### src/rtl/core/imurmv_pkg.sv
// ----------------------------------------------------------------------------
// imurmv_pkg
// shared widths, constants and types of the imu running mean / variance core
// ----------------------------------------------------------------------------
package imurmv_pkg;

  // sample counter width
  localparam int COUNT_BITS = 16;

  localparam int AXES      = 6;
  localparam int AXIS_W    = 3;
  localparam int SAMPLE_W  = 16;
  localparam int FRAC_BITS = 8;
  localparam int MEAN_W    = 24;
  localparam int VAR_W     = 40;

  // signed difference of a scaled sample and a mean
  localparam int DIFF_W = SAMPLE_W + FRAC_BITS + 1;
  // squared error after dropping the fraction bits
  localparam int E2_W   = 2 * DIFF_W - FRAC_BITS;
  // dividend register of the shared divider
  localparam int DVD_W  = E2_W;
  // width of an iteration count
  localparam int LEN_W  = $clog2(DVD_W + 1);

  localparam logic [VAR_W-1:0] VAR_MAX = {VAR_W{1'b1}};

  typedef struct packed {
    logic             start;
    logic [LEN_W-1:0] len;
  } div_req_t;

  typedef struct packed {
    logic busy;
    logic done;
  } div_rsp_t;

endpackage

### src/rtl/core/imu_running_mean_variance_core.sv
// ----------------------------------------------------------------------------
// imu_running_mean_variance_core
// running per-axis mean and variance of six-axis imu samples
// ----------------------------------------------------------------------------
// usage:
//   input channel: in_valid_i / in_stall_o carry one sample transaction, the
//   restart flag plus three accel and three gyro axes in raw signed counts
//   output channel: out_valid_o / out_stall_i carry the six running means
//   (q8) and six running variances (q8, saturating at 2^40-1)
//   one transaction in gives exactly one transaction out
//   a new sample is accepted only after the result of the last one has been
//   handed over; each axis uses the shared one-bit-per-cycle divider four
//   times (mean step, two ceil corrections and the final divide by n)
//   in_stall_o is high while a sample is being worked on or its result waits
//   for hand-over; a result held by a stalled receiver does not block the
//   next sample; only the hand-over of the following result waits until the
//   receiver frees it
//   reset: count returns to one, all means and variances to zero, no result pending
// ----------------------------------------------------------------------------
module imu_running_mean_variance_core (
  input  logic        clk_i,
  input  logic        rst_ni,
  // sample channel
  input  logic        in_valid_i,
  output logic        in_stall_o,
  input  logic        restart_i,
  input  logic [15:0] accel_x_i,
  input  logic [15:0] accel_y_i,
  input  logic [15:0] accel_z_i,
  input  logic [15:0] gyro_x_i,
  input  logic [15:0] gyro_y_i,
  input  logic [15:0] gyro_z_i,
  // result channel
  output logic        out_valid_o,
  input  logic        out_stall_i,
  output logic [23:0] accel_mean_x_o,
  output logic [23:0] accel_mean_y_o,
  output logic [23:0] accel_mean_z_o,
  output logic [23:0] gyro_mean_x_o,
  output logic [23:0] gyro_mean_y_o,
  output logic [23:0] gyro_mean_z_o,
  output logic [39:0] accel_var_x_o,
  output logic [39:0] accel_var_y_o,
  output logic [39:0] accel_var_z_o,
  output logic [39:0] gyro_var_x_o,
  output logic [39:0] gyro_var_y_o,
  output logic [39:0] gyro_var_z_o
);

  localparam int CW   = imurmv_pkg::COUNT_BITS;
  localparam int DW   = imurmv_pkg::DIFF_W;
  localparam int MW   = imurmv_pkg::MEAN_W;
  localparam int VW   = imurmv_pkg::VAR_W;
  localparam int QW   = imurmv_pkg::DVD_W;
  localparam int SW   = imurmv_pkg::SAMPLE_W;
  localparam int AW   = imurmv_pkg::AXIS_W;
  localparam int NAX  = imurmv_pkg::AXES;

  // sequencer states
  localparam logic [2:0] S_IDLE   = 3'd0;  // waiting for a sample
  localparam logic [2:0] S_MDIV   = 3'd1;  // start |x - mean| / n
  localparam logic [2:0] S_MWAIT  = 3'd2;  // new mean, error magnitude
  localparam logic [2:0] S_SQ     = 3'd3;  // square error, start var / n
  localparam logic [2:0] S_V1WAIT = 3'd4;  // t1, start e2 / n
  localparam logic [2:0] S_V2WAIT = 3'd5;  // e2*(n-1)/n, start it / n
  localparam logic [2:0] S_V3WAIT = 3'd6;  // add, saturate, next axis
  localparam logic [2:0] S_DONE   = 3'd7;  // hand result to output register

  logic [2:0]          state_q, state_d;
  logic [AW-1:0]       axis_q;
  logic [CW-1:0]       count_q;
  logic [CW-1:0]       n_q;
  logic [CW-1:0]       n_acc;
  logic [SW-1:0]       samp_q [NAX];
  logic [MW-1:0]       mean_q [NAX];
  logic [VW-1:0]       var_q  [NAX];
  logic [MW-1:0]       out_mean_q [NAX];
  logic [VW-1:0]       out_var_q  [NAX];
  logic                out_valid_q;
  logic [DW-1:0]       e_mag_q;
  logic [QW-1:0]       e2_q;
  logic [VW-1:0]       t1_q;

  logic                in_acc;
  logic                out_free;

  // datapath of the current axis
  logic signed [DW-1:0] xq_s;
  logic signed [DW-1:0] mean_s;
  logic signed [DW-1:0] d_s;
  logic [DW-1:0]        d_mag;
  logic [DW-1:0]        q_step;
  logic signed [DW-1:0] mean_new_s;
  logic signed [DW-1:0] e_s;
  logic [DW-1:0]        e_mag;
  logic [2*DW-1:0]      sq;
  logic [VW-1:0]        var_cur;
  logic [VW-1:0]        ceil_v;
  logic [QW-1:0]        u_d;
  logic [QW:0]          sum_v;
  logic [VW-1:0]        var_new;

  imurmv_pkg::div_req_t          div_req;
  imurmv_pkg::div_rsp_t          div_rsp;
  logic [QW-1:0]                 div_dvd;
  logic [QW-1:0]                 div_quo;
  logic [CW-1:0]                 div_rem;

  assign in_stall_o = (state_q != S_IDLE);
  assign in_acc     = in_valid_i && !in_stall_o;
  assign out_free   = !out_valid_q || !out_stall_i;

  // divisor for this sample: restart forces one, zero is taken as one
  always_comb begin
    n_acc = restart_i ? CW'(1) : count_q;
    if (n_acc == '0) begin
      n_acc = CW'(1);
    end
  end

  // scaled sample and mean, sign extended to the difference width
  assign xq_s   = {samp_q[axis_q][SW-1], samp_q[axis_q], {imurmv_pkg::FRAC_BITS{1'b0}}};
  assign mean_s = {mean_q[axis_q][MW-1], mean_q[axis_q]};
  assign d_s    = xq_s - mean_s;
  assign d_mag  = d_s[DW-1] ? DW'(-d_s) : DW'(d_s);

  // truncating division: apply the sign of the difference to |d| / n
  assign q_step     = d_s[DW-1] ? DW'(-div_quo[DW-1:0]) : div_quo[DW-1:0];
  assign mean_new_s = mean_s + $signed(q_step);
  assign e_s        = xq_s - mean_new_s;
  assign e_mag      = e_s[DW-1] ? DW'(-e_s) : DW'(e_s);

  assign sq = e_mag_q * e_mag_q;

  // floor(a*(n-1)/n) = a - ceil(a/n)
  assign var_cur = var_q[axis_q];
  assign ceil_v  = div_quo[VW-1:0] + VW'(div_rem != '0);
  assign u_d     = e2_q - (div_quo + QW'(div_rem != '0));

  assign sum_v   = {{(QW + 1 - VW){1'b0}}, t1_q} + {1'b0, div_quo};
  assign var_new = (sum_v[QW:VW] != '0) ? imurmv_pkg::VAR_MAX : sum_v[VW-1:0];

  // shared divider requests, dividends aligned to the msb
  always_comb begin
    div_req.start = 1'b0;
    div_req.len   = '0;
    div_dvd       = '0;
    case (state_q)
      S_MDIV: begin
        div_req.start = 1'b1;
        div_req.len   = imurmv_pkg::LEN_W'(DW);
        div_dvd       = {d_mag, {(QW - DW){1'b0}}};
      end
      S_SQ: begin
        div_req.start = 1'b1;
        div_req.len   = imurmv_pkg::LEN_W'(VW);
        div_dvd       = {var_cur, {(QW - VW){1'b0}}};
      end
      S_V1WAIT: begin
        div_req.start = div_rsp.done;
        div_req.len   = imurmv_pkg::LEN_W'(QW);
        div_dvd       = e2_q;
      end
      S_V2WAIT: begin
        div_req.start = div_rsp.done;
        div_req.len   = imurmv_pkg::LEN_W'(QW);
        div_dvd       = u_d;
      end
      default: begin
        div_req.start = 1'b0;
      end
    endcase
  end

  imurmv_div u_div (
    .clk_i      (clk_i),
    .rst_ni     (rst_ni),
    .req_i      (div_req),
    .dividend_i (div_dvd),
    .divisor_i  (n_q),
    .rsp_o      (div_rsp),
    .quot_o     (div_quo),
    .rem_o      (div_rem)
  );

  // sequencer
  always_comb begin
    state_d = state_q;
    case (state_q)
      S_IDLE:   if (in_acc) state_d = S_MDIV;
      S_MDIV:   state_d = S_MWAIT;
      S_MWAIT:  if (div_rsp.done) state_d = S_SQ;
      S_SQ:     state_d = S_V1WAIT;
      S_V1WAIT: if (div_rsp.done) state_d = S_V2WAIT;
      S_V2WAIT: if (div_rsp.done) state_d = S_V3WAIT;
      S_V3WAIT: begin
        if (div_rsp.done) begin
          state_d = (axis_q == AW'(NAX - 1)) ? S_DONE : S_MDIV;
        end
      end
      S_DONE:   if (out_free) state_d = S_IDLE;
      default:  state_d = S_IDLE;
    endcase
  end

  always_ff @(posedge clk_i or negedge rst_ni) begin
    if (!rst_ni) begin
      state_q     <= S_IDLE;
      axis_q      <= '0;
      count_q     <= CW'(1);
      out_valid_q <= 1'b0;
      for (int k = 0; k < NAX; k++) begin
        mean_q[k] <= '0;
        var_q[k]  <= '0;
      end
    end else begin
      state_q <= state_d;
      if (in_acc) begin
        axis_q  <= '0;
        // count saturates at its all-ones value
        count_q <= (n_acc != {CW{1'b1}}) ? n_acc + 1'b1 : n_acc;
      end
      if (state_q == S_MWAIT && div_rsp.done) begin
        mean_q[axis_q] <= mean_new_s[MW-1:0];
      end
      if (state_q == S_V3WAIT && div_rsp.done) begin
        var_q[axis_q] <= var_new;
        axis_q        <= axis_q + 1'b1;
      end
      // a new result replaces one taken at the same edge
      if (state_q == S_DONE && out_free) begin
        out_valid_q <= 1'b1;
      end else if (out_valid_q && !out_stall_i) begin
        out_valid_q <= 1'b0;
      end
    end
  end

  // payload registers
  always_ff @(posedge clk_i) begin
    if (in_acc) begin
      n_q       <= n_acc;
      samp_q[0] <= accel_x_i;
      samp_q[1] <= accel_y_i;
      samp_q[2] <= accel_z_i;
      samp_q[3] <= gyro_x_i;
      samp_q[4] <= gyro_y_i;
      samp_q[5] <= gyro_z_i;
    end
    if (state_q == S_MWAIT && div_rsp.done) begin
      e_mag_q <= e_mag;
    end
    if (state_q == S_SQ) begin
      e2_q <= sq[2*DW-1:imurmv_pkg::FRAC_BITS];
    end
    if (state_q == S_V1WAIT && div_rsp.done) begin
      t1_q <= var_cur - ceil_v;
    end
    if (state_q == S_DONE && out_free) begin
      for (int k = 0; k < NAX; k++) begin
        out_mean_q[k] <= mean_q[k];
        out_var_q[k]  <= var_q[k];
      end
    end
  end

  assign out_valid_o    = out_valid_q;
  assign accel_mean_x_o = out_mean_q[0];
  assign accel_mean_y_o = out_mean_q[1];
  assign accel_mean_z_o = out_mean_q[2];
  assign gyro_mean_x_o  = out_mean_q[3];
  assign gyro_mean_y_o  = out_mean_q[4];
  assign gyro_mean_z_o  = out_mean_q[5];
  assign accel_var_x_o  = out_var_q[0];
  assign accel_var_y_o  = out_var_q[1];
  assign accel_var_z_o  = out_var_q[2];
  assign gyro_var_x_o   = out_var_q[3];
  assign gyro_var_y_o   = out_var_q[4];
  assign gyro_var_z_o   = out_var_q[5];

  // the divider is never asked to start while it is still iterating
  a_div_start_idle: assert property (@(posedge clk_i) disable iff (!rst_ni)
    div_req.start |-> !div_rsp.busy)
    else $error("divider started while busy");

  // a new result appears only after the last axis has been finished
  a_out_from_done: assert property (@(posedge clk_i) disable iff (!rst_ni)
    $rose(out_valid_q) |-> $past(state_q == S_DONE))
    else $error("result raised outside hand-over");

  // the sample count never wraps to zero
  a_count_nonzero: assert property (@(posedge clk_i) disable iff (!rst_ni)
    count_q != '0)
    else $error("sample count is zero");

endmodule

### src/rtl/core/imurmv_div.sv
// ----------------------------------------------------------------------------
// imurmv_div
// shared restoring divider, one quotient bit per cycle
// ----------------------------------------------------------------------------
module imurmv_div (
  input  logic                                clk_i,
  input  logic                                rst_ni,
  input  imurmv_pkg::div_req_t                req_i,
  input  logic [imurmv_pkg::DVD_W-1:0]        dividend_i,
  input  logic [imurmv_pkg::COUNT_BITS-1:0]   divisor_i,
  output imurmv_pkg::div_rsp_t                rsp_o,
  output logic [imurmv_pkg::DVD_W-1:0]        quot_o,
  output logic [imurmv_pkg::COUNT_BITS-1:0]   rem_o
);

  logic                                busy_q;
  logic                                done_q;
  logic [imurmv_pkg::LEN_W-1:0]        cnt_q;
  logic [imurmv_pkg::DVD_W-1:0]        dvd_q;
  logic [imurmv_pkg::DVD_W-1:0]        quo_q;
  logic [imurmv_pkg::COUNT_BITS-1:0]   rem_q;

  logic [imurmv_pkg::COUNT_BITS:0]     trial;
  logic [imurmv_pkg::COUNT_BITS:0]     diff;
  logic                                ge;
  logic [imurmv_pkg::COUNT_BITS-1:0]   rem_d;

  // dividend enters msb first, pre-aligned by the caller
  assign trial = {rem_q, dvd_q[imurmv_pkg::DVD_W-1]};
  assign diff  = trial - {1'b0, divisor_i};
  assign ge    = (trial >= {1'b0, divisor_i});
  assign rem_d = ge ? diff[imurmv_pkg::COUNT_BITS-1:0] : trial[imurmv_pkg::COUNT_BITS-1:0];

  always_ff @(posedge clk_i or negedge rst_ni) begin
    if (!rst_ni) begin
      busy_q <= 1'b0;
      done_q <= 1'b0;
      cnt_q  <= '0;
    end else begin
      done_q <= 1'b0;
      if (busy_q) begin
        cnt_q <= cnt_q - 1'b1;
        if (cnt_q == imurmv_pkg::LEN_W'(1)) begin
          busy_q <= 1'b0;
          done_q <= 1'b1;
        end
      end else if (req_i.start) begin
        busy_q <= 1'b1;
        cnt_q  <= req_i.len;
      end
    end
  end

  always_ff @(posedge clk_i) begin
    if (busy_q) begin
      rem_q <= rem_d;
      dvd_q <= {dvd_q[imurmv_pkg::DVD_W-2:0], 1'b0};
      quo_q <= {quo_q[imurmv_pkg::DVD_W-2:0], ge};
    end else if (req_i.start) begin
      rem_q <= '0;
      dvd_q <= dividend_i;
      quo_q <= '0;
    end
  end

  assign rsp_o.busy = busy_q;
  assign rsp_o.done = done_q;
  assign quot_o     = quo_q;
  assign rem_o      = rem_q;

endmodule
### config.mk
export PLATFORM = sky130hd
export DESIGN_NAME = imu_running_mean_variance_core
export DESIGN_NICKNAME = d
export VERILOG_FILES = /design/src/rtl/core/imurmv_pkg.sv /design/src/rtl/core/imu_running_mean_variance_core.sv /design/src/rtl/core/imurmv_div.sv
export SDC_FILE = /design/constraint.sdc
export NUM_CORES = 2
export LEC_CHECK = 0
export ABC_AREA = 0
export ABC_CLOCK_PERIOD_IN_PS = 23700
export BUFFER_PORTS_ARGS = -buffer_cell sky130_fd_sc_hd__buf_2
export CORE_MARGIN = 3
export CORE_UTILIZATION = 40
export DETAILED_ROUTE_END_ITERATION = 16
export HOLD_SLACK_MARGIN = 0.1
export PLACE_DENSITY = 0.67
export SYNTH_ARGS = -nofsm -noshare
export SYNTH_HDL_FRONTEND = slang
export SYNTH_SLANG_ARGS = --single-unit
### constraint.sdc
create_clock -name clk_i -period 23.7 [get_ports clk_i]
set_clock_uncertainty 0.1 [all_clocks]
set_input_delay 2.37 -clock clk_i [delete_from_list [all_inputs] [get_ports clk_i]]
set_output_delay 2.37 -clock clk_i [all_outputs]
set_load 0.05 [all_outputs]
==> flow_metrics.tcl <==
set metrics [dict create \
    outcome "completed" \
    power.leakage_nw 35.8 \
    async_flop_share 0.371 \
    start_util 0.403 \
    ys_seq_elements 1118 \
    layout_worst_path_cycle_share 0.546 \
    ioPinCount 487 \
    internal_power_mw 6.82 \
    place_area_um2 76200 \
    dp_cells 9312 \
    post_cts_buffers 0 \
    groute.usage.overall 0.223 \
    num_vias 51200 \
    p_switching_mw 6.16 \
    clock_sinks 1118 \
    gp_congestion 0.932 \
    die_x_um 427 \
    slew_violations 0 \
    grt_pass1_wl_um 311000 \
    crit_top_cell "a21oi_1" \
    wl_um 206000 \
    fin_setup_tns_ns 0 \
    grt_pass1_vias 51500 \
    fp.coreArea_um2 176000 \
    hold_viol 0 \
    syn_area_um2 71100 \
    startpoint_type "flop" \
    cp_max_fo 50 \
    cts_resized 0 \
    antenna_found_initial 7 \
    cts_hold_buf 0 \
    worstPathRequired_ns 24.09 \
    vdd_drop_max_mv 0.204 \
    path_delay_family "compound AO/OA/AOI/OAI gates" \
    relSlewSlack 0.214 \
    crit_buf_inv 1 \
    die-height_um 427 \
    slowest_delay_ns 0.78 \
    cts_inserted_buffers 114 \
    ys_types 95 \
    design_area_um2 80100 \
    swShare 0.475 \
    dieArea_um2 183000 \
    worst_pin_slew_ns 1.18 \
    root_buffer "clkbuf_16" \
    synth_flop_cell "edfxtp_1" \
    avgRoutedWirePerCell_um 21.6 \
    fin_cells 9531 \
    first_iter_violations 4535 \
    firstDrtPassIters 7 \
    drive_above_1_share 0.116 \
    ant_nets 0 \
    netlist_instances 6651 \
    max_freq_mhz 77.3 \
    clk_latency_ns 0.76 \
    syn_nets 7677 \
    fin_crit_ns 12.93 \
    overflow 0 \
    fp-row-count 154 \
    cp_slowest_cell "a311oi_1" \
    p_total_mw 13.0 \
    nets 8114 \
    synth-edff-count 702 \
    synth_area_per_cell_um2 10.7 \
    seq_power_share 0.237 \
    critPathCaptureType "flop" \
    dp_hpwl_um 155000 \
    yosysWarnings 0 \
    maxCapViolCount 0 \
    ys_seq_area_frac 0.443 \
    clock_power_share 0.144 \
    pwr-share-comb 0.619 \
    holdCritPathClass "flop to flop" \
    cp.arrival_ns 13.32 \
    drc 0 \
    setup_viol 0 \
    cts_tree "done" \
    p_per_area_nw_per_um2 162 \
    grt_max_degree 156 \
    critPathKind "flop to flop" \
    clockBufferDepth 3 \
    area_growth_pct 12.8 \
    port_buffers 486 \
    viasPerCell 5.37 \
    rsz0062_at_grt "no" \
    htreeDepth 3 \
    clk_pin_slew_ns 0.07 \
]
final cells by class:
class                           count  area, um^2
Sequential cell                  1118       31500
Tap cell                         2340        2930
Clock buffer                      141        3060
Timing Repair Buffer              572        3110
Multi-Input combinational cell   4404       35400
Inverter                          878        3300
Antenna cell                        1        2.50
Clock inverter                     77         862
Fill cell                       16200       96200
placed cells by master (no fill, tap or decap), types with 25 or more instances in the layout:
| cell | n |
|---|---|
| a21oi_1 | 245 |
| a31oi_1 | 32 |
| nor2b_1 | 69 |
| nand3_1 | 61 |
| dfrtp_1 | 410 |
| inv_1 | 868 |
| nand2_1 | 758 |
| o21a_1 | 38 |
| nor2_1 | 314 |
| clkinv_2 | 27 |
| mux2i_1 | 123 |
| ha_1 | 452 |
| xnor2_1 | 208 |
| buf_2 | 485 |
| buf_4 | 84 |
| o31ai_1 | 25 |
| a22oi_1 | 105 |
| a221oi_1 | 56 |
| clkbuf_16 | 116 |
| fa_1 | 473 |
| nor3_1 | 66 |
| nand2b_1 | 37 |
| o21ai_0 | 574 |
| xor2_1 | 78 |
| edfxtp_1 | 702 |
| a21o_1 | 104 |
| and2_1 | 197 |
| o22ai_1 | 32 |
per-stage QoR:
stage           util  setup slack (ns)  hold slack (ns)
2_1_floorplan      -              1.58            0.339
3_3_place_gp   0.432             11.20            0.348
3_5_place_dp   0.432             11.01            0.355
4_1_cts        0.455             10.95            0.353
5_1_grt        0.455              9.96            0.379
6_report       0.455             10.77            0.357
sequential cells by signal, indices dropped and copies added (netlist names):
register,count
axis_q,3
t1_q,40
u_div.busy_q,1
state_q,3
u_div.quot_o,42
count_q,16
mean_q,144
n_q,16
var_q,240
u_div.dvd_q,42
out_mean_q,144
e2_q,42
e_mag_q,25
u_div.rem_o,16
out_valid_o,1
u_div.done_q,1
samp_q,96
out_var_q,240
u_div.cnt_q,6
Yosys cell counts, drive strengths merged, types with 19 or more instances:
master | count | share of area
xor2 | 78 | 0.0096
nand2b | 37 | 0.0033
nor2b | 69 | 0.0061
o22ai | 32 | 0.0028
a22oi | 105 | 0.011
a22o | 20 | 0.0025
inv | 872 | 0.046
o21bai | 19 | 0.0020
nand4 | 22 | 0.0021
xnor2 | 208 | 0.026
fa | 473 | 0.13
and3 | 24 | 0.0021
buf | 22 | 0.0016
nor2 | 318 | 0.017
a21oi | 246 | 0.017
o21ai | 579 | 0.041
clkbuf | 229 | 0.012
o21a | 38 | 0.0040
nor4 | 21 | 0.0018
nand2 | 764 | 0.040
nor3 | 68 | 0.0048
o31ai | 26 | 0.0029
mux2i | 123 | 0.017
nand3 | 61 | 0.0043
a21o | 104 | 0.011
a221oi | 57 | 0.0071
ha | 452 | 0.080
a211oi | 20 | 0.0021
edfxtp | 702 | 0.30
or2 | 21 | 0.0018
and2 | 199 | 0.018
a31oi | 32 | 0.0028
dfrtp | 414 | 0.15
power by group through the flow:
stage | registers, mW | clock network [mW] | logic (mW)
final | 3.07 | 1.87 | 8.04
after detailed placement | 3.11 | 0 | 7.91
after CTS | 3.07 | 1.90 | 7.97
after global placement | 3.10 | 0 | 7.80
after global routing | 3.10 | 1.98 | 8.87
after floorplan | 3.35 | 0 | 5.46
worst register-to-register path: cells and delay by family, from the launching register on:
| family | cells | cell delay (ns) |
|---|---|---|
| DFF | 1 | 0.59 |
| xor gates and xnor gates | 4 | 1.66 |
| buffers and inverters | 1 | 0.70 |
| and+or+nand+nor | 5 | 1.61 |
| AOI/OAI and AO/OA | 24 | 7.04 |
| adders and majority gates | 3 | 0.99 |
worst paths after layout:
kind	startpoint	end	slack, ns	cells past startpoint
worst max-delay path	axis_q[0]	e_mag_q[6]	10.77	37
worst max register to register	axis_q[0]	e_mag_q[6]	10.77	37
worst min-delay path	var_q[113]	out_var_q[3][33]	0.36	0
min in group asynchronous	rst_ni	mean_q[31]	1.55	1
max in group asynchronous	rst_ni	var_q[158]	19.58	3
worst min register to register	var_q[113]	out_var_q[3][33]	0.36	0
cell families after synthesis:
logic type / share of synthesized area
xor gates and xnor gates: 0.0352
DFF: 0.443
AOI/OAI and AO/OA: 0.121
muxes: 0.0203
adders and majority gates: 0.213
and+or+nand+nor: 0.107
buffers and inverters: 0.0601
per-layer routing:
layer  up-vias  wire length, um  GRT usage
li1      23500                -          -
met1     25400            86400      0.295
met2      1890            97800      0.371
met3       364            13900     0.0345
met4         2             7550     0.0807
met5         -               13          0
Note: power is estimated with default switching activity, not from simulation.
